**config.mk**
```make
export PLATFORM = sky130hd
export DESIGN_NAME = mqtt_connect_parser_responder
export DESIGN_NICKNAME = d
export VERILOG_FILES = /design/src/hdl/mcpr_pkg.sv /design/src/hdl/mcpr_front.sv /design/src/hdl/mcpr_queue.sv /design/src/hdl/mcpr_back.sv /design/src/hdl/mqtt_connect_parser_responder.sv
export VERILOG_INCLUDE_DIRS = /design/src /design/src/hdl
export SDC_FILE = /design/constraint.sdc
export NUM_CORES = 1
export LEC_CHECK = 0
export ABC_AREA = 1
export BUFFER_PORTS_ARGS = -buffer_cell sky130_fd_sc_hd__buf_4
export CAP_MARGIN = 20
export CORE_MARGIN = 5
export CORE_UTILIZATION = 56
export DETAILED_ROUTE_END_ITERATION = 7
export MAX_ROUTING_LAYER = met4
export PLACE_DENSITY = 0.7
export SYNTH_ARGS = -nofsm -noshare
export SYNTH_HDL_FRONTEND = slang
export SYNTH_SLANG_ARGS = --single-unit
```
**constraint.sdc**
```tcl
create_clock -name clk_i -period 9.9 [get_ports clk_i]
set_input_delay 1.98 -clock clk_i [delete_from_list [all_inputs] [get_ports clk_i]]
set_output_delay 1.98 -clock clk_i [all_outputs]
set_load 0.05 [all_outputs]
```
**src/hdl/mqtt_connect_parser_responder_macros.svh**
```systemverilog
// ----------------------------------------------------------------------------
// mqtt_connect_parser_responder_macros
// Assertion helpers shared by the parser/responder RTL.
// ----------------------------------------------------------------------------
`ifndef MQTT_CONNECT_PARSER_RESPONDER_MACROS_SVH
`define MQTT_CONNECT_PARSER_RESPONDER_MACROS_SVH

// same-cycle implication, disabled while in reset
`define MCPR_ASSERT_IMPL(label, clk, rst_n, ante, cons) \
  label: assert property (@(posedge clk) disable iff (!rst_n) (ante) |-> (cons)) \
    else $error("%m: check failed");

// next-cycle implication, disabled while in reset
`define MCPR_ASSERT_NEXT(label, clk, rst_n, ante, cons) \
  label: assert property (@(posedge clk) disable iff (!rst_n) (ante) |=> (cons)) \
    else $error("%m: check failed");

`endif

```
**src/hdl/mcpr_pkg.sv**
```systemverilog
// ----------------------------------------------------------------------------
// mcpr_pkg
// Types, constants and helpers of the MQTT CONNECT parser/responder.
// ----------------------------------------------------------------------------
`timescale 1ns / 1ps

package mcpr_pkg;

  localparam int unsigned ByteW    = 8;
  localparam int unsigned OutDataW = 40;
  localparam int unsigned OutUserW = 8;
  localparam int unsigned QDepth   = 4;
  localparam int unsigned QPtrW    = $clog2(QDepth);
  localparam int unsigned QCntW    = $clog2(QDepth + 1);

  typedef enum logic [3:0] {
    PH_HEADER  = 4'd0,
    PH_REMLEN  = 4'd1,
    PH_NLEN_H  = 4'd2,
    PH_NLEN_L  = 4'd3,
    PH_NAME    = 4'd4,
    PH_VERSION = 4'd5,
    PH_FLAGS   = 4'd6,
    PH_KA_H    = 4'd7,
    PH_KA_L    = 4'd8,
    PH_SLEN_H  = 4'd9,
    PH_SLEN_L  = 4'd10,
    PH_SDATA   = 4'd11,
    PH_DONE    = 4'd12,
    PH_PING    = 4'd13
  } mcpr_phase_e;

  typedef enum logic [1:0] {
    KIND_PAYLOAD  = 2'd0,
    KIND_RESPONSE = 2'd1,
    KIND_ERROR    = 2'd2
  } mcpr_kind_e;

  typedef enum logic [2:0] {
    ERR_BAD_HEADER   = 3'd0,
    ERR_NAME_LEN     = 3'd1,
    ERR_NAME         = 3'd2,
    ERR_VERSION      = 3'd3,
    ERR_CONNECTED    = 3'd4,
    ERR_TRUNCATED    = 3'd5,
    ERR_UNKNOWN_TYPE = 3'd6
  } mcpr_err_e;

  typedef enum logic [2:0] {
    TAG_IDENT      = 3'd0,
    TAG_WILL_TOPIC = 3'd1,
    TAG_WILL_MSG   = 3'd2,
    TAG_USERNAME   = 3'd3,
    TAG_PASSWORD   = 3'd4,
    TAG_NONE       = 3'd7
  } mcpr_tag_e;

  typedef enum logic [1:0] {
    RESP_NONE     = 2'd0,
    RESP_PINGRESP = 2'd1,
    RESP_CONNACK  = 2'd2
  } mcpr_resp_e;

  // configuration register indexes
  localparam logic CFG_PROTO_VERSION = 1'b0;
  localparam logic CFG_CONNACK_RC    = 1'b1;

  localparam logic [3:0]  PKT_CONNECT    = 4'd1;
  localparam logic [3:0]  PKT_PINGREQ    = 4'd12;
  localparam logic [15:0] NAME_LEN       = 16'd6;
  localparam logic [7:0]  FLAG_USER      = 8'h80;
  localparam logic [7:0]  FLAG_PASS      = 8'h40;
  localparam logic [7:0]  FLAG_WILL      = 8'h04;
  localparam logic [7:0]  PINGRESP_HDR   = 8'hD0;
  localparam logic [7:0]  CONNACK_HDR    = 8'h20;
  localparam logic [7:0]  CONNACK_REMLEN = 8'h02;
  localparam logic [7:0]  ZERO_BYTE      = 8'h00;
  localparam logic [7:0]  PROTO_VER_RST  = 8'd3;

  // one queued item: everything the back end needs to produce its results
  typedef struct packed {
    logic          has_pay;
    mcpr_tag_e     pay_tag;
    logic [7:0]    pay_byte;
    logic          has_err;
    mcpr_err_e     err;
    mcpr_resp_e    resp;
    logic [7:0]    rc;
    logic [15:0]   ka;
    logic [7:0]    flags;
    logic          conn;
  } mcpr_desc_t;

  typedef struct packed {
    logic full;
    logic empty;
  } mcpr_qstat_t;

  function automatic logic [7:0] proto_name_byte(input logic [2:0] idx);
    logic [7:0] r;
    case (idx)
      3'd0:    r = 8'h4D;  // M
      3'd1:    r = 8'h51;  // Q
      3'd2:    r = 8'h49;  // I
      3'd3:    r = 8'h73;  // s
      3'd4:    r = 8'h64;  // d
      3'd5:    r = 8'h70;  // p
      default: r = 8'h00;
    endcase
    return r;
  endfunction

  // next optional payload string after the given one, from the connect flags
  function automatic mcpr_tag_e next_tag(input mcpr_tag_e after, input logic [7:0] flags);
    logic      will;
    logic [2:0] a;
    mcpr_tag_e r;
    will = |(flags & FLAG_WILL);
    a    = after;
    if (a < 3'd1 && will) begin
      r = TAG_WILL_TOPIC;
    end else if (a < 3'd2 && will) begin
      r = TAG_WILL_MSG;
    end else if (a < 3'd3 && |(flags & FLAG_USER)) begin
      r = TAG_USERNAME;
    end else if (a < 3'd4 && |(flags & FLAG_PASS)) begin
      r = TAG_PASSWORD;
    end else begin
      r = TAG_NONE;
    end
    return r;
  endfunction

endpackage

```
**src/hdl/mcpr_front.sv**
```systemverilog
// ----------------------------------------------------------------------------
// mcpr_front
// Byte parser: walks the packet one byte per cycle while the queue has room,
// keeps the session state and pushes one descriptor per byte that causes any result.
// ----------------------------------------------------------------------------
`timescale 1ns / 1ps

module mcpr_front import mcpr_pkg::*; (
  input  logic        clk_i,
  input  logic        rst_ni,
  input  logic        cfg_we_i,
  input  logic        cfg_addr_i,
  input  logic [7:0]  cfg_wdata_i,
  input  logic        in_valid_i,
  output logic        in_ready_o,
  input  logic [7:0]  in_byte_i,
  input  logic        in_eop_i,
  input  mcpr_qstat_t qstat_i,
  output logic        push_o,
  output mcpr_desc_t  desc_o,
  output logic        conn_o
);

  mcpr_phase_e phase_q, phase_d, step_phase;
  mcpr_tag_e   tag_q, tag_d, tag_step;
  logic [3:0]  ptype_q, ptype_d;
  logic [15:0] count_q, count_d;
  logic [7:0]  lhigh_q, lhigh_d;
  logic [7:0]  flags_q, flags_d;
  logic [15:0] ka_q, ka_d;
  logic        err_seen_q, err_seen_d;
  logic        conn_q, conn_d;
  logic [7:0]  ver_q, rc_q;

  logic        accept;
  logic        step_fail, step_pay, eop_fail;
  mcpr_err_e   step_err;
  mcpr_resp_e  eop_resp;
  mcpr_tag_e   nt;
  logic [15:0] len_word, count_inc;

  assign in_ready_o = !qstat_i.full;
  assign accept     = in_valid_i && in_ready_o;
  assign len_word   = {lhigh_q, in_byte_i};
  assign count_inc  = count_q + 16'd1;
  assign nt         = next_tag(tag_q, flags_q);

  // per-phase handling of the byte
  always_comb begin
    step_phase = phase_q;
    tag_step   = tag_q;
    ptype_d    = ptype_q;
    count_d    = count_q;
    lhigh_d    = lhigh_q;
    flags_d    = flags_q;
    ka_d       = ka_q;
    step_fail  = 1'b0;
    step_err   = ERR_BAD_HEADER;
    step_pay   = 1'b0;
    if (!err_seen_q) begin
      case (phase_q)
        PH_HEADER: begin
          ptype_d = in_byte_i[7:4];
          if (in_byte_i[7:4] == PKT_PINGREQ) begin
            step_phase = PH_REMLEN;
          end else if (in_byte_i[7:4] == PKT_CONNECT) begin
            if (conn_q) begin
              step_fail = 1'b1;
              step_err  = ERR_CONNECTED;
            end else if (in_byte_i[3:0] != 4'd0) begin
              step_fail = 1'b1;
              step_err  = ERR_BAD_HEADER;
            end else begin
              step_phase = PH_REMLEN;
            end
          end else begin
            step_fail = 1'b1;
            step_err  = ERR_UNKNOWN_TYPE;
          end
        end
        PH_REMLEN: begin
          // continuation bit clear ends the remaining length
          if (!in_byte_i[7]) begin
            step_phase = (ptype_q == PKT_PINGREQ) ? PH_PING : PH_NLEN_H;
          end
        end
        PH_NLEN_H: begin
          lhigh_d    = in_byte_i;
          step_phase = PH_NLEN_L;
        end
        PH_NLEN_L: begin
          if (len_word != NAME_LEN) begin
            step_fail = 1'b1;
            step_err  = ERR_NAME_LEN;
          end else begin
            count_d    = 16'd0;
            step_phase = PH_NAME;
          end
        end
        PH_NAME: begin
          if (in_byte_i != proto_name_byte(count_q[2:0])) begin
            step_fail = 1'b1;
            step_err  = ERR_NAME;
          end else begin
            count_d = count_inc;
            if (count_inc >= NAME_LEN) begin
              step_phase = PH_VERSION;
            end
          end
        end
        PH_VERSION: begin
          if (in_byte_i != ver_q) begin
            step_fail = 1'b1;
            step_err  = ERR_VERSION;
          end else begin
            step_phase = PH_FLAGS;
          end
        end
        PH_FLAGS: begin
          flags_d    = in_byte_i;
          step_phase = PH_KA_H;
        end
        PH_KA_H: begin
          lhigh_d    = in_byte_i;
          step_phase = PH_KA_L;
        end
        PH_KA_L: begin
          ka_d       = len_word;
          tag_step   = TAG_IDENT;
          step_phase = PH_SLEN_H;
        end
        PH_SLEN_H: begin
          lhigh_d    = in_byte_i;
          step_phase = PH_SLEN_L;
        end
        PH_SLEN_L: begin
          count_d = len_word;
          if (len_word == 16'd0) begin
            if (nt == TAG_NONE) begin
              step_phase = PH_DONE;
            end else begin
              tag_step   = nt;
              step_phase = PH_SLEN_H;
            end
          end else begin
            step_phase = PH_SDATA;
          end
        end
        PH_SDATA: begin
          step_pay = 1'b1;
          count_d  = count_q - 16'd1;
          if (count_q == 16'd1) begin
            if (nt == TAG_NONE) begin
              step_phase = PH_DONE;
            end else begin
              tag_step   = nt;
              step_phase = PH_SLEN_H;
            end
          end
        end
        default: begin
        end
      endcase
    end
  end

  // next state, including the end-of-packet decision
  always_comb begin
    phase_d    = step_phase;
    tag_d      = tag_step;
    err_seen_d = err_seen_q | step_fail;
    conn_d     = conn_q;
    eop_resp   = RESP_NONE;
    eop_fail   = 1'b0;
    if (in_eop_i) begin
      if (!err_seen_d) begin
        if (ptype_d == PKT_PINGREQ) begin
          eop_resp = RESP_PINGRESP;
        end else if (step_phase == PH_DONE ||
                     (step_phase inside {PH_SLEN_H, PH_SLEN_L} &&
                      tag_step inside {TAG_USERNAME, TAG_PASSWORD})) begin
          // a missing username/password at packet end counts as absent
          eop_resp = RESP_CONNACK;
          conn_d   = 1'b1;
        end else begin
          eop_fail = 1'b1;
        end
      end
      phase_d    = PH_HEADER;
      err_seen_d = 1'b0;
    end
  end

  // descriptor for the queue
  always_comb begin
    desc_o.has_pay  = step_pay;
    desc_o.pay_tag  = tag_q;
    desc_o.pay_byte = in_byte_i;
    desc_o.has_err  = step_fail | eop_fail;
    desc_o.err      = step_fail ? step_err : ERR_TRUNCATED;
    desc_o.resp     = eop_resp;
    desc_o.rc       = rc_q;
    desc_o.ka       = ka_d;
    desc_o.flags    = flags_d;
    desc_o.conn     = conn_d;
    push_o = accept && (step_pay || step_fail || eop_fail || eop_resp != RESP_NONE);
  end

  assign conn_o = conn_q;

  always_ff @(posedge clk_i or negedge rst_ni) begin
    if (!rst_ni) begin
      phase_q    <= PH_HEADER;
      tag_q      <= TAG_IDENT;
      ptype_q    <= 4'd0;
      count_q    <= 16'd0;
      lhigh_q    <= 8'd0;
      flags_q    <= 8'd0;
      ka_q       <= 16'd0;
      err_seen_q <= 1'b0;
      conn_q     <= 1'b0;
    end else if (accept) begin
      phase_q    <= phase_d;
      tag_q      <= tag_d;
      ptype_q    <= ptype_d;
      count_q    <= count_d;
      lhigh_q    <= lhigh_d;
      flags_q    <= flags_d;
      ka_q       <= ka_d;
      err_seen_q <= err_seen_d;
      conn_q     <= conn_d;
    end
  end

  always_ff @(posedge clk_i or negedge rst_ni) begin
    if (!rst_ni) begin
      ver_q <= PROTO_VER_RST;
      rc_q  <= 8'd0;
    end else if (cfg_we_i) begin
      case (cfg_addr_i)
        CFG_PROTO_VERSION: ver_q <= cfg_wdata_i;
        CFG_CONNACK_RC:    rc_q  <= cfg_wdata_i;
        default: begin
        end
      endcase
    end
  end

endmodule

```
**src/hdl/mcpr_queue.sv**
```systemverilog
// ----------------------------------------------------------------------------
// mcpr_queue
// Small descriptor FIFO between the parser and the result sequencer.
// ----------------------------------------------------------------------------
`timescale 1ns / 1ps

module mcpr_queue import mcpr_pkg::*; (
  input  logic        clk_i,
  input  logic        rst_ni,
  input  logic        push_i,
  input  mcpr_desc_t  desc_i,
  input  logic        pop_i,
  output mcpr_desc_t  desc_o,
  output mcpr_qstat_t qstat_o
);

  mcpr_desc_t       mem_q [QDepth];
  logic [QPtrW-1:0] wr_ptr_q, rd_ptr_q;
  logic [QCntW-1:0] cnt_q, cnt_d;

  always_comb begin
    case ({push_i, pop_i})
      2'b10:   cnt_d = cnt_q + QCntW'(1);
      2'b01:   cnt_d = cnt_q - QCntW'(1);
      default: cnt_d = cnt_q;
    endcase
  end

  always_ff @(posedge clk_i or negedge rst_ni) begin
    if (!rst_ni) begin
      wr_ptr_q <= '0;
      rd_ptr_q <= '0;
      cnt_q    <= '0;
    end else begin
      if (push_i) wr_ptr_q <= wr_ptr_q + QPtrW'(1);
      if (pop_i)  rd_ptr_q <= rd_ptr_q + QPtrW'(1);
      cnt_q <= cnt_d;
    end
  end

  always_ff @(posedge clk_i) begin
    if (push_i) mem_q[wr_ptr_q] <= desc_i;
  end

  assign desc_o        = mem_q[rd_ptr_q];
  assign qstat_o.full  = (cnt_q == QCntW'(QDepth));
  assign qstat_o.empty = (cnt_q == '0);

endmodule

```
**src/hdl/mcpr_back.sv**
```systemverilog
// ----------------------------------------------------------------------------
// mcpr_back
// Result sequencer: expands the head descriptor into its result items, one
// per cycle while the output is not stalled, into the output register.
// ----------------------------------------------------------------------------
`timescale 1ns / 1ps

module mcpr_back import mcpr_pkg::*; (
  input  logic                clk_i,
  input  logic                rst_ni,
  input  mcpr_desc_t          desc_i,
  input  mcpr_qstat_t         qstat_i,
  output logic                pop_o,
  output logic                m_tvalid_o,
  input  logic                m_tready_i,
  output logic [OutDataW-1:0] m_tdata_o,
  output logic [OutUserW-1:0] m_tuser_o,
  output logic                m_tlast_o
);

  logic [2:0]  idx_q, idx_d, res_cnt, resp_len, rq;
  logic        out_valid_q, out_valid_d;
  logic [OutDataW-1:0] data_q;
  logic [OutUserW-1:0] user_q;
  logic        last_q;

  logic        load, is_last;
  mcpr_kind_e  kind;
  mcpr_tag_e   tag;
  mcpr_err_e   err;
  logic [7:0]  obyte;

  always_comb begin
    case (desc_i.resp)
      RESP_PINGRESP: resp_len = 3'd2;
      RESP_CONNACK:  resp_len = 3'd4;
      default:       resp_len = 3'd0;
    endcase
    res_cnt = {2'b00, desc_i.has_pay} + {2'b00, desc_i.has_err} + resp_len;
    is_last = (idx_q == res_cnt - 3'd1);
    rq      = idx_q - {2'b00, desc_i.has_pay};
  end

  // result at position idx_q: payload byte, then error or response bytes
  always_comb begin
    kind  = KIND_RESPONSE;
    tag   = TAG_IDENT;
    err   = ERR_BAD_HEADER;
    obyte = ZERO_BYTE;
    if (desc_i.has_pay && idx_q == 3'd0) begin
      kind  = KIND_PAYLOAD;
      tag   = desc_i.pay_tag;
      obyte = desc_i.pay_byte;
    end else if (desc_i.has_err) begin
      kind = KIND_ERROR;
      err  = desc_i.err;
    end else if (desc_i.resp == RESP_PINGRESP) begin
      obyte = (rq == 3'd0) ? PINGRESP_HDR : ZERO_BYTE;
    end else begin
      case (rq)
        3'd0:    obyte = CONNACK_HDR;
        3'd1:    obyte = CONNACK_REMLEN;
        3'd2:    obyte = ZERO_BYTE;
        default: obyte = desc_i.rc;
      endcase
    end
  end

  assign load  = !qstat_i.empty && (!out_valid_q || m_tready_i);
  assign pop_o = load && is_last;

  always_comb begin
    idx_d       = idx_q;
    out_valid_d = out_valid_q;
    if (load) begin
      idx_d       = is_last ? 3'd0 : idx_q + 3'd1;
      out_valid_d = 1'b1;
    end else if (m_tready_i) begin
      out_valid_d = 1'b0;
    end
  end

  always_ff @(posedge clk_i or negedge rst_ni) begin
    if (!rst_ni) begin
      idx_q       <= 3'd0;
      out_valid_q <= 1'b0;
    end else begin
      idx_q       <= idx_d;
      out_valid_q <= out_valid_d;
    end
  end

  always_ff @(posedge clk_i) begin
    if (load) begin
      data_q <= {4'b0000, desc_i.conn, desc_i.flags, desc_i.ka, err, obyte};
      user_q <= {3'b000, tag, kind};
      last_q <= is_last;
    end
  end

  assign m_tvalid_o = out_valid_q;
  assign m_tdata_o  = data_q;
  assign m_tuser_o  = user_q;
  assign m_tlast_o  = last_q;

endmodule

```
**src/hdl/mqtt_connect_parser_responder.sv**
```systemverilog
// ----------------------------------------------------------------------------
// mqtt_connect_parser_responder
// MQTT 3.1 CONNECT / PINGREQ parser with CONNACK / PINGRESP responder.
// ----------------------------------------------------------------------------
// The input stream takes one packet byte per cycle at all times while the
// descriptor queue (4 entries) has room. Each byte that causes results turns
// into one queued descriptor; the back end drains it one result per cycle,
// when the output is not stalled, so a byte with k results (1 to 5: a payload
// byte, an error report, the 2-byte PINGRESP or the 4-byte CONNACK) gives k
// output transfers. Sustained rate is one byte per cycle for payload traffic
// without output stalls and is set by the result sequencer for packet-end
// bytes. A byte's first result is registered in the queue, then in the output
// register. tlast marks the last result of one input byte.
`timescale 1ns / 1ps
`include "mqtt_connect_parser_responder_macros.svh"

module mqtt_connect_parser_responder import mcpr_pkg::*; (
  input  logic                clk_i,
  input  logic                rst_ni,
  input  logic                cfg_we_i,
  input  logic                cfg_addr_i,
  input  logic [7:0]          cfg_wdata_i,
  input  logic                s_axis_tvalid,
  output logic                s_axis_tready,
  // [7:0] in_byte
  input  logic [7:0]          s_axis_tdata,
  input  logic                s_axis_tlast,
  output logic                m_axis_tvalid,
  input  logic                m_axis_tready,
  // [7:0] out_byte, [10:8] error_code, [26:11] keepalive_seconds,
  // [34:27] connect_flags, [35] connected, [39:36] zero
  output logic [OutDataW-1:0] m_axis_tdata,
  // [1:0] out_kind, [4:2] field_tag, [7:5] zero
  output logic [OutUserW-1:0] m_axis_tuser,
  output logic                m_axis_tlast
);

  logic        push, pop, conn;
  mcpr_desc_t  desc_in, desc_head;
  mcpr_qstat_t qstat;

  mcpr_front u_front (
    .clk_i       (clk_i),
    .rst_ni      (rst_ni),
    .cfg_we_i    (cfg_we_i),
    .cfg_addr_i  (cfg_addr_i),
    .cfg_wdata_i (cfg_wdata_i),
    .in_valid_i  (s_axis_tvalid),
    .in_ready_o  (s_axis_tready),
    .in_byte_i   (s_axis_tdata),
    .in_eop_i    (s_axis_tlast),
    .qstat_i     (qstat),
    .push_o      (push),
    .desc_o      (desc_in),
    .conn_o      (conn)
  );

  mcpr_queue u_queue (
    .clk_i   (clk_i),
    .rst_ni  (rst_ni),
    .push_i  (push),
    .desc_i  (desc_in),
    .pop_i   (pop),
    .desc_o  (desc_head),
    .qstat_o (qstat)
  );

  mcpr_back u_back (
    .clk_i      (clk_i),
    .rst_ni     (rst_ni),
    .desc_i     (desc_head),
    .qstat_i    (qstat),
    .pop_o      (pop),
    .m_tvalid_o (m_axis_tvalid),
    .m_tready_i (m_axis_tready),
    .m_tdata_o  (m_axis_tdata),
    .m_tuser_o  (m_axis_tuser),
    .m_tlast_o  (m_axis_tlast)
  );

  `MCPR_ASSERT_IMPL(a_no_push_full, clk_i, rst_ni, push, !qstat.full)
  `MCPR_ASSERT_NEXT(a_conn_sticky, clk_i, rst_ni, conn, conn)
  `MCPR_ASSERT_IMPL(a_rest_queued, clk_i, rst_ni, m_axis_tvalid && !m_axis_tlast, !qstat.empty)
  `MCPR_ASSERT_NEXT(a_pop_at_last, clk_i, rst_ni, pop, m_axis_tvalid && m_axis_tlast)

endmodule

```
## Word level (Yosys, flattened, before mapping)

Memory sizes are Yosys's and may differ from the RTL's.
Index checks and enable logic that the tools add are counted.
W data, S select, Z words.

- $add $sub $neg: 11
- Multiply operators: 0
- Divide/modulo/power cells: 0
- $lt $le $gt $ge: 5
- Eq/ne operators: 40
- Shifts and indexed selects: 0
- Mux-type cells: 83
- Bitwise logic cells: 5
- Reductions and logical operators: 37

Operators by type and width:

| cell | count |
|---|---|
| $mux W16 | 4 |
| $mux W8 | 8 |
| $pmux W16 S4 | 1 |
| $mux W4 | 15 |
| $pmux W4 S12 | 1 |
| $mux W3 | 15 |
| $pmux W7 S6 | 1 |
| $eq A4 B4 Y1 const B | 10 |
| $mux W1 | 24 |
| $pmux W8 S3 | 1 |
| $add A16 B1 Y16 const B | 1 |
| $eq A16 B1 Y1 const B | 1 |
| $eq A4 B3 Y1 const B | 4 |
| $ge A16 B3 Y1 const B | 1 |
| $logic_not A16 Y1 | 1 |
| $mux W2 | 8 |
| $ne A16 B3 Y1 const B | 1 |
| $ne A8 B8 Y1 | 2 |
| $sub A16 B1 Y16 const B | 1 |
| $eq A3 B3 Y1 const B | 5 |
| $eq A3 B2 Y1 const B | 4 |
| $logic_not A3 Y1 | 4 |
| $pmux W3 S2 | 2 |
| $pmux W3 S4 | 1 |
| other kinds (31) | 65 |

- Register bits after elaboration: 130
- Bits in latches: 0
- Bits in writable memories: 204
- ROM bits: 0
- Input port bits: 23
- Output and inout port bits: 51
- Logic and storage cells: 203
- Memories kept: 1

Memory list:

| memory | depth | bits a word | read ports | clocked after Yosys merged registers in | wr ports | RTL line | text |
|---|---|---|---|---|---|---|---|
| u_queue.mem_q | 4 | 51 | 1 | 0 | 1 | mcpr_queue.sv:17 | `mcpr_desc_t mem_q [QDepth];` |

## Longest topological paths before layout

Gate-level depths: netlist of run 1.

- Depth after elaboration: 24
- Gate-level depth with buffers: 22
- Depth with buffers taken out: 22

## Modules after synthesis

A second synthesis of run 1 with hierarchy kept.

- Cells, all modules: 1620
- Area, all modules: 15785.1 um2

By module, submodules not included:

| module | instances | cells an instance | area an instance (um2) | sequential area each (um2) |
|---|---|---|---|---|
| mcpr_queue | 1 | 644 | 8553.2 | 6301.0 |
| mcpr_front | 1 | 801 | 5247.5 | 1929.4 |
| mcpr_back | 1 | 175 | 1984.4 | 1361.3 |

## Worst setup path before layout of run 1

Ideal clock, no wire load.

- Path type: input port to flip-flop
- Start: in m_axis_tready
- End: reg u_queue.cnt_q[2]
- Library setup time: 131 ps
- Arrival time: 5856 ps
- Required time: 9769 ps
- Setup slack: 3913 ps
- Cell stages on the path: 10
- Path buffers: 0
- Cells stage by stage: nor2_1 -> a31oi_1 -> inv_1 -> nor2_1 -> ha_1 -> inv_1 -> fa_1 -> a21oi_1 -> o21ai_0 -> xor2_1

- Cells in the longest elaborated chain, start to end: 5
- Elaborated cells between the ends (all ways): 7
- Classes of those cells: eq/ne (2); mux (1); reduce/logical (4)

Ends and longest elaborated chain:

| element | RTL line | text |
|---|---|---|
| start: declaration | mqtt_connect_parser_responder.sv:29 | `input logic m_axis_tready,` |
| $logic_or A1 B1 Y1 (*) | mcpr_back.sv:69 | `assign load = !qstat_i.empty && (!out_valid_q \|\| m_tready_i);` |
| $logic_and A1 B1 Y1 (*) | mcpr_back.sv:69 |  |
| via u_back.load | mcpr_back.sv:27 | `logic load, is_last;` |
| $logic_and A1 B1 Y1 (*) | mcpr_back.sv:70 | `assign pop_o = load && is_last;` |
| via pop | mqtt_connect_parser_responder.sv:38 | `logic push, pop, conn;` |
| $eq A2 B1 Y1 / $eq A2 B2 Y1 (equally long branches) | mcpr_queue.sv:22 | `case ({push_i, pop_i})` |
| $pmux W3 S2 / $reduce_bool A2 Y1 (equally long branches) | - |  |
| end signal: assignment | mcpr_queue.sv:37 | `cnt_q <= cnt_d;` |
| end: declaration | mcpr_queue.sv:19 | `logic [QCntW-1:0] cnt_q, cnt_d;` |

Mark *: on every way through the listed nets, which the timed path passes. The rest lies on a longest branch.
A chain may end at the register's enable or synchronous reset.

## Worst setup path in the final report of run 1

- Start: reg u_queue.rd_ptr_q[0]
- End: reg u_queue.cnt_q[2]

- Cells in the longest elaborated chain, start to end: 9
- Elaborated cells between the ends (all ways): 13
- Classes of those cells: add/sub (3); eq/ne (5); mux (2); reduce/logical (2); memory (1)

Ends and longest elaborated chain:

| element | RTL line | text |
|---|---|---|
| start: declaration | mcpr_queue.sv:18 | `logic [QPtrW-1:0] wr_ptr_q, rd_ptr_q;` |
| start signal: assignment | mcpr_queue.sv:36 | `if (pop_i) rd_ptr_q <= rd_ptr_q + QPtrW'(1);` |
| $mem_v2 Z4 W51 (*) | - |  |
| $eq A2 B2 Y1 / $eq A2 B1 Y1 (equally long branches) | mcpr_back.sv:34 | `case (desc_i.resp)` |
| $pmux W3 S2 | mcpr_back.sv:34 |  |
| $add A3 B3 Y3 (*) | mcpr_back.sv:39 | `res_cnt = {2'b00, desc_i.has_pay} + {2'b00, desc_i.has_err} + resp_len;` |
| $sub A3 B1 Y3 (*) | mcpr_back.sv:40 | `is_last = (idx_q == res_cnt - 3'd1);` |
| $eq A3 B3 Y1 (*) | mcpr_back.sv:40 |  |
| $logic_and A1 B1 Y1 (*) | mcpr_back.sv:70 |  |
| via pop | mqtt_connect_parser_responder.sv:38 |  |
| $eq A2 B1 Y1 / $eq A2 B2 Y1 (equally long branches) | mcpr_queue.sv:22 |  |
| $pmux W3 S2 / $reduce_bool A2 Y1 (equally long branches) | - |  |

Marks and branches as above.

==> metrics.md, run 1 <==
| Metric | Value |
|---|---|
| Run status | `finished, final reports clean` |
| Reg area | `0.009593 mm2` |
| CTS tree | `built` |
| DP Wirelength | `23090 um` |
| Leak pwr | `0.006857 uW` |
| TritonCTS Buffers | `35` |
| Commonest non-fill, non-tap cell in the layout | `nand2_1` |
| Worst Hold Class | `flop to flop` |
| Die width | `174.5 um` |
| Number of global-route vias before repair | `10530` |
| Pwr dens | `351.2 mW/mm2` |
| Syn_area_per_cell | `10.04 um2` |
| Fmax | `0.1938 GHz` |
| Share of the synthesized area in the top cell type | `48.77%` |
| Share of layout cells above drive strength 1 | `11.74%` |
| Vias | `10900` |
| Port Buf Inserts | `66` |
| Syn Inst Count | `1508` |
| Worst-Margin Slew | `1.074 ns` |
| FP Rows | `60` |
| Critical Path RT | `10.31 ns` |
| Initial detailed-routing violation count | `1174` |
| Number of max-cap violations | `0` |
| Setup TNS | `0 ns` |
| Max_slew headroom | `27.63%` |
| VDD IR max | `0.1472 mV` |
| Initial Utilization | `56.52%` |
| Unrepaired setup endpoints after global routing | `no` |
| Area grow syn2layout | `12.76%` |
| Die area | `0.03044 mm2` |
| Minimum clock period | `5.161 ns` |
| Die H | `174.5 um` |
| Total GRT Usage | `23.87%` |
| Crit share post-route | `52.13%` |
| Non-filler cells, final | `1934` |
| Most frequent cells in the layout | `nand2_1, edfxtp_1, o21ai_0` |
| Total power | `5998 uW` |
| Clk Latency, worst-skew pair | `0.53 ns` |
| Largest net degree at the start of global routing | `83` |
| Multi-input gate area | `0.004810 mm2` |
| Top post-synthesis cells by area | `edfxtp_1, dfrtp_1, nand2_1` |
| Hold Vio Cnt, Final | `0` |
| Crit-path max FO | `82` |
| Type of the worst setup path | `flop to flop` |
| Main synth FF type | `edfxtp_1` |
| Post-CTS Setup Bufs | `0` |
| # fillers | `2123` |
| Final setup violation count | `0` |
| I/O pins | `74` |
| Hold Buf Count CTS | `0` |
| Synth Register Bits | `334` |
| Comb power frac | `39.7%` |
| Netlist Area Pre-Place | `0.01515 mm2` |
| Setup ws final | `4.739 ns` |
| CTS sink count | `334` |
| Final nets | `1609` |
| Async S/R FF share, synth | `26.35%` |
| Critical Path Sink Type | `flop` |
| Part of the power in the clock network | `21.9%` |
| Setup slack after placement | `4.769 ns` |
| Critical Path AT | `5.57 ns` |
| Cell taking the most area after synthesis | `edfxtp_1` |
| Worst Skew | `0.03078 ns` |
| Placed Cells | `1869` |
| Post-CTS Resized | `0` |
| Worst-path clk slew | `0.06 ns` |
| Global route total overflow | `0` |
| Routed Wire Length | `35050 um` |
| H-tree depth | `2` |
| CTS root buffer | `clkbuf_16` |
| Fin. max-slew vios | `0` |
| Vias per cell | `5.633` |
| EDFF count, synth | `246` |
| Int Pwr | `3518 uW` |
| Detail Route Antenna Nets | `0` |
| Yosys warnings | `0` |
| Seq/Total Area, Yosys | `63.32%` |
| ANT cells | `0` |
| Initial DRT Pass Iterations | `6` |
| Switching share of power | `41.34%` |
| Distinct cells, synth | `54` |
| Final estimated routing congestion in global placement | `0.9191` |
| Seq pwr share | `38.4%` |
| Wirelength per Cell | `18.12 um` |
| CP Launch Type | `flop` |
| Initial antenna violation count | `0` |
| First-pass GRT wire length | `56480 um` |
| DRC errors left | `0` |
| CORE AREA | `0.02680 mm2` |
| P_sw | `2480 uW` |
| Clk buf depth | `3` |
cell usage after synthesis (3+ instances only):
master,number
nor2_1,195
nand2_2,6
a22oi_1,3
or2_2,3
buf_2,8
edfxtp_1,246
nor4_1,3
a21oi_1,38
dfrtp_1,86
nand3_1,55
nor2_2,13
o21ai_0,209
buf_6,4
inv_2,7
ha_1,19
inv_1,123
clkinv_1,3
clkbuf_1,43
xor2_1,14
a31oi_1,4
o22ai_1,47
buf_4,8
o221ai_1,3
o21ai_1,7
nor3_1,5
nand4_1,13
nor2_4,4
nand2_1,303
metrics by stage:
step / util [%] / area [um2] / hold WS, ns
after detailed placement: 59.41 / 15920 / 0.4616
after floorplan: - / 15170 / 0.4425
after global placement: 59.41 / 15920 / 0.4565
after global routing: 63.73 / 17080 / 0.5027
final: 63.73 / 17080 / 0.4748
after CTS: 63.71 / 17080 / 0.4790
critical path, cell delays in order (launching register included):
cell,delay (ns)
dfrtp_2,0.66
inv_2,0.38
buf_4,0.69
o21ai_0,0.16
o22a_1,0.20
nor2_1,0.18
clkinv_1,0.26
ha_1,0.35
inv_1,0.04
ha_1,0.18
xnor2_1,0.17
xor2_1,0.19
xor2_1,0.15
nand2_1,0.12
nor2_1,0.22
ha_1,0.19
inv_1,0.06
fa_1,0.37
a21oi_1,0.14
o21ai_0,0.11
xor2_1,0.15
flip-flops by register name (all words and copies together) (netlist names), 4 cells and up:
register / flops
u_front.count_q: 16
u_front.phase_q: 4
u_front.flags_q: 8
u_front.ka_q: 16
u_front.ptype_q: 4
u_front.lhigh_q: 8
u_front.rc_q: 8
u_back.m_tdata_o: 36
u_back.m_tuser_o: 5
u_front.ver_q: 8
u_queue.mem_q: 204
layer usage:
| metal | vias to the layer above | track usage (%) | part of all wire (%) |
|---|---|---|---|
| met3 | 65 | 3.893 | 6.5 |
| met4 | 0 | 6.236 | 2.0 |
| met1 | 5215 | 33.16 | 45 |
| met5 | - | - | 0 |
| li1 | 5262 | - | - |
| met2 | 353 | 37.20 | 47 |
cells by family after synthesis:
logic type               after synthesis  share of synthesized area, %
XOR/XNOR                              16                        0.9252
adder cells (fa/ha/maj)               20                         1.702
flip-flops                           334                         63.32
AO/OA/AOI/OAI                        327                         11.72
AND/OR/NAND/NOR                      611                         16.87
buffers and inverters                198                         5.369
multiplexers                           1                       0.06609
other                                  1                       0.02476
power groups by stage:
stage                     clock, uW  combinational (uW)  sequential [uW]
after detailed placement          0                2370             2320
after global placement            0                2330             2310
after global routing           1400                2640             2340
after floorplan                   0                1430             2570
after CTS                      1330                2380             2300
final                          1320                2380             2300
layout make-up:
cell class / instances / share of cell area, %
Sequential cell: 334 / 56.16
Multi-Input combinational cell: 982 / 28.16
Clock buffer: 43 / 5.428
Timing Repair Buffer: 80 / 3.502
Inverter: 133 / 2.923
Tap cell: 341 / 2.498
Clock inverter: 21 / 1.326
worst paths after layout:
kind / cells past startpoint / slack (ns) / start / end
max: 20 / 4.74 / u_queue.rd_ptr_q[0] / u_queue.cnt_q[2]
min: 1 / 0.47 / u_queue.cnt_q[0] / u_queue.cnt_q[0]
max reg2reg: 20 / 4.74 / u_queue.rd_ptr_q[0] / u_queue.cnt_q[2]
min reg2reg: 1 / 0.47 / u_queue.cnt_q[0] / u_queue.cnt_q[0]
max in group asynchronous: 2 / 7.31 / rst_ni / u_queue.rd_ptr_q[0]
min in group asynchronous: 1 / 1.39 / rst_ni / u_front.rc_q[6]
Note: power is estimated with default switching activity, not from simulation.
==> run 2: changes to the inputs <==
- ABC_AREA: 1 -> 0
- clock period: 9.9 -> 5.1 ns (I/O delays scaled with it)
==> metrics.md, run 2 <==
| Metric | Value |
|---|---|
| Routed Wire Length | `31650 um (-9.7%)` |
| Worst r2r src | `u_queue.rd_ptr_q[0]` |
| Non-filler cells, final | `1481 (-23%)` |
| Top cells by count, synth | `edfxtp_1, nand2_1, dfrtp_1` |
| ANT cells | `0 (unchanged)` |
| Worst Hold Class | `flop to flop` |
| Biggest register | `u_queue.mem_q` |
| Max_slew headroom | `31.73% (+4.1 points)` |
| Final setup violation count | `0 (unchanged)` |
| Setup TNS | `0 ns (unchanged)` |
| Syn_area_per_cell | `13.98 um2 (+39%)` |
| Unrepaired setup endpoints after global routing | `no` |
| # fillers | `1902 (-10%)` |
| Worst-path clk slew | `0.06 ns (about the same)` |
| Wirelength per Cell | `21.37 um (+18%)` |
| Hold Buf Count CTS | `0 (unchanged)` |
| Crit share post-route | `85.57% (+33 points)` |
| DRC errors left | `0 (unchanged)` |
| Clk buf depth | `3 (unchanged)` |
| Hold Vio Cnt, Final | `0 (unchanged)` |
| Share of the synthesized area in the top cell type | `49.66% (+0.89 points)` |
| R2r worst-path depth | `16 (-20%)` |
| CTS tree | `built` |
| CTS sink count | `334 (unchanged)` |
| Mux contribution to synthesized area | `11.73% (+12 points)` |
| Minimum clock period | `4.364 ns (-0.7970 ns)` |
| Run status | `finished, final reports clean` |
| Fmax | `0.2292 GHz (+18%)` |
| Number of flip-flops in the largest register | `204 (unchanged)` |
| Reg-to-reg endpoint | `u_queue.cnt_q[2]` |
| EDFF count, synth | `246 (unchanged)` |
| CP Launch Type | `flop` |
| Post-synthesis simple-gate area fraction | `10.27% (-6.6 points)` |
| Commonest non-fill, non-tap cell in the layout | `edfxtp_1` |
| Initial DRT Pass Iterations | `5 (-1)` |
| Largest net degree at the start of global routing | `60 (-28%)` |
| Seq/Total Area, Yosys | `64.49% (+1.2 points)` |
| Die width | `173.0 um (-0.85%)` |
| VDD IR max | `0.2766 mV (+88%)` |
| Critical Path Sink Type | `flop` |
| Die H | `173.0 um (-0.85%)` |
| Vias | `8925 (-18%)` |
| Main synth FF type | `edfxtp_1` |
| Async S/R FF share, synth | `26.35% (unchanged)` |
| Synth Area in Compound Gates | `6.948% (-4.8 points)` |
| CTS root buffer | `clkbuf_16` |
| Initial detailed-routing violation count | `994 (-15%)` |
| Initial antenna violation count | `0 (unchanged)` |
| I/O pins | `74 (unchanged)` |
| R2R setup slack | `0.74 ns (-4.00 ns)` |
| Leak pwr | `0.006252 uW (-8.8%)` |
| Worst-Margin Slew | `1.016 ns (-0.05810 ns)` |
| CORE AREA | `0.02613 mm2 (-2.5%)` |
| Critical Path AT | `4.79 ns (-0.78 ns)` |
| Synth Register Bits | `334 (unchanged)` |
| Hold depth | `2 (+1)` |
| Reg area | `0.009597 mm2 (about the same)` |
| Crit path to | `u_queue.cnt_q[2]` |
| Netlist Area Pre-Place | `0.01487 mm2 (-1.8%)` |
| Post-Synth Adder-Cell Area | `1.733% (+0.031 points)` |
| Setup crit start | `u_queue.rd_ptr_q[0]` |
| Syn Inst Count | `1064 (-29%)` |
| Share of layout cells above drive strength 1 | `21.99% (+10 points)` |
| Type of the worst setup path | `flop to flop` |
| Global route total overflow | `0 (unchanged)` |
| Final nets | `1162 (-28%)` |
| Multi-input gate area | `0.004901 mm2 (+1.9%)` |
| DP Wirelength | `20460 um (-11%)` |
| Yosys warnings | `0 (unchanged)` |
| TritonCTS Buffers | `35 (unchanged)` |
| Largest family of logic cells by synthesized area | `multiplexers` |
| Most frequent cells in the layout | `edfxtp_1, nand2_1, dfrtp_1` |
| Worst Skew | `0.01355 ns (-0.01723 ns)` |
| Post-CTS Resized | `0 (unchanged)` |
| Vias per cell | `6.026 (+7.0%)` |
| Top post-synthesis cells by area | `edfxtp_1, dfrtp_1, mux4_2` |
| Post-CTS Setup Bufs | `0 (unchanged)` |
| Number of global-route vias before repair | `8876 (-16%)` |
| H-tree depth | `2 (unchanged)` |
| Critical Path RT | `5.53 ns (-4.78 ns)` |
| Top-count cell post-synth | `edfxtp_1` |
| Number of max-cap violations | `0 (unchanged)` |
| Area grow syn2layout | `13.11%` |
| Placed Cells | `1417 (-24%)` |
| FP Rows | `59 (-1.7%)` |
| Pwr dens | `598.0 mW/mm2 (+70%)` |
| Initial Utilization | `56.92% (+0.40 points)` |
| Distinct cells, synth | `68 (+26%)` |
| Fin. max-slew vios | `0 (unchanged)` |
| Port Buf Inserts | `66 (unchanged)` |
| Final estimated routing congestion in global placement | `0.8939 (-2.7%)` |
| Crit-path max FO | `18 (-78%)` |
| First-pass GRT wire length | `50800 um (-10%)` |
| Synth Area in XOR/XNOR | `2.061% (+1.1 points)` |
| Cell taking the most area after synthesis | `edfxtp_1` |
| Detail Route Antenna Nets | `0 (unchanged)` |
| Die area | `0.02992 mm2 (-1.7%)` |
| Clk Latency, worst-skew pair | `0.51 ns (-0.02 ns)` |
| Total GRT Usage | `21.73% (-2.1 points)` |
run 2: changes by cell type after synthesis, moves of 13 or more:
cell,previous run,this run
xnor2_1,2,20
nand2_1,303,126
nor2_2,13,0
mux4_2,0,51
o22ai_1,47,9
and3_1,0,13
nor3_1,5,19
mux2_2,0,52
nand3_1,55,19
nor2_1,195,46
inv_1,123,28
o21ai_0,209,47
run 2: through the flow:
stage	instance area (um2)	worst slack, ns	util, %	power, uW	hold slack, ns
2_1_floorplan	14900	1.075	-	6601	0.4376
3_3_place_gp	15680	0.8577	59.98	7509	0.4520
3_5_place_dp	15680	0.6948	59.98	7598	0.4572
4_1_cts	16820	0.7286	64.38	10130	0.4711
5_1_grt	16820	0.4056	64.38	10580	0.4866
6_report	16820	0.7362	64.38	10060	0.4666
run 2: worst min-delay path by stage:
stage                       end  slack, ns        startpoint
3_5_place_dp   u_front.ka_q[11]       0.46  u_front.ka_q[11]
5_1_grt        u_front.ka_q[11]       0.49  u_front.ka_q[11]
3_3_place_gp   u_front.ka_q[11]       0.45  u_front.ka_q[11]
6_report       u_front.ka_q[11]       0.47  u_front.ka_q[11]
4_1_cts        u_front.ka_q[11]       0.47  u_front.ka_q[11]
2_1_floorplan    u_front.conn_o       0.44    u_front.conn_o
run 2: per-layer routing:
| layer | wire [um] | up-vias | GRT usage, % |
|---|---|---|---|
| li1 | - | 4112 | - |
| met1 | 14060 | 4490 | 31.38 |
| met2 | 15350 | 288 | 33.77 |
| met3 | 1828 | 35 | 3.231 |
| met4 | 409 | 0 | 4.124 |
| met5 | 0 | - | - |
run 2: final cells by class:
class	count	area share, %
clock inverter	14	0.9817
tap	335	2.491
inverter	28	0.6247
sequential	334	57.04
clock buffer	50	5.846
multi-input combinational	638	29.13
timing repair buffer	82	3.882
run 2: kinds of logic after synthesis:
family | count (synthesis)
AND/OR/NAND/NOR | 310
other | 1
flip-flops | 334
buffers and inverters | 98
XOR/XNOR | 35
AO/OA/AOI/OAI | 162
multiplexers | 104
adder cells (fa/ha/maj) | 20
run 2: report_power, final:
part | internal, uW | switching [uW] | leakage (uW)
clock | 1510 | 1000 | 0.000561
sequential | 3680 | 423 | 0.00340
combinational | 1310 | 2140 | 0.00229
run 2: critical path, stage by stage, from the launching register on:
cell and delay (ns):
dfrtp_4 0.65, mux4_2 0.65, ha_1 0.24, inv_1 0.06, ha_1 0.22, inv_1 0.05
ha_1 0.15, xor2_1 0.18, xnor2_1 0.15, xnor2_1 0.12, nor4_1 0.65, ha_1 0.31
inv_1 0.06, fa_1 0.37, xor2_1 0.15, nor2_1 0.11, xor2_1 0.17
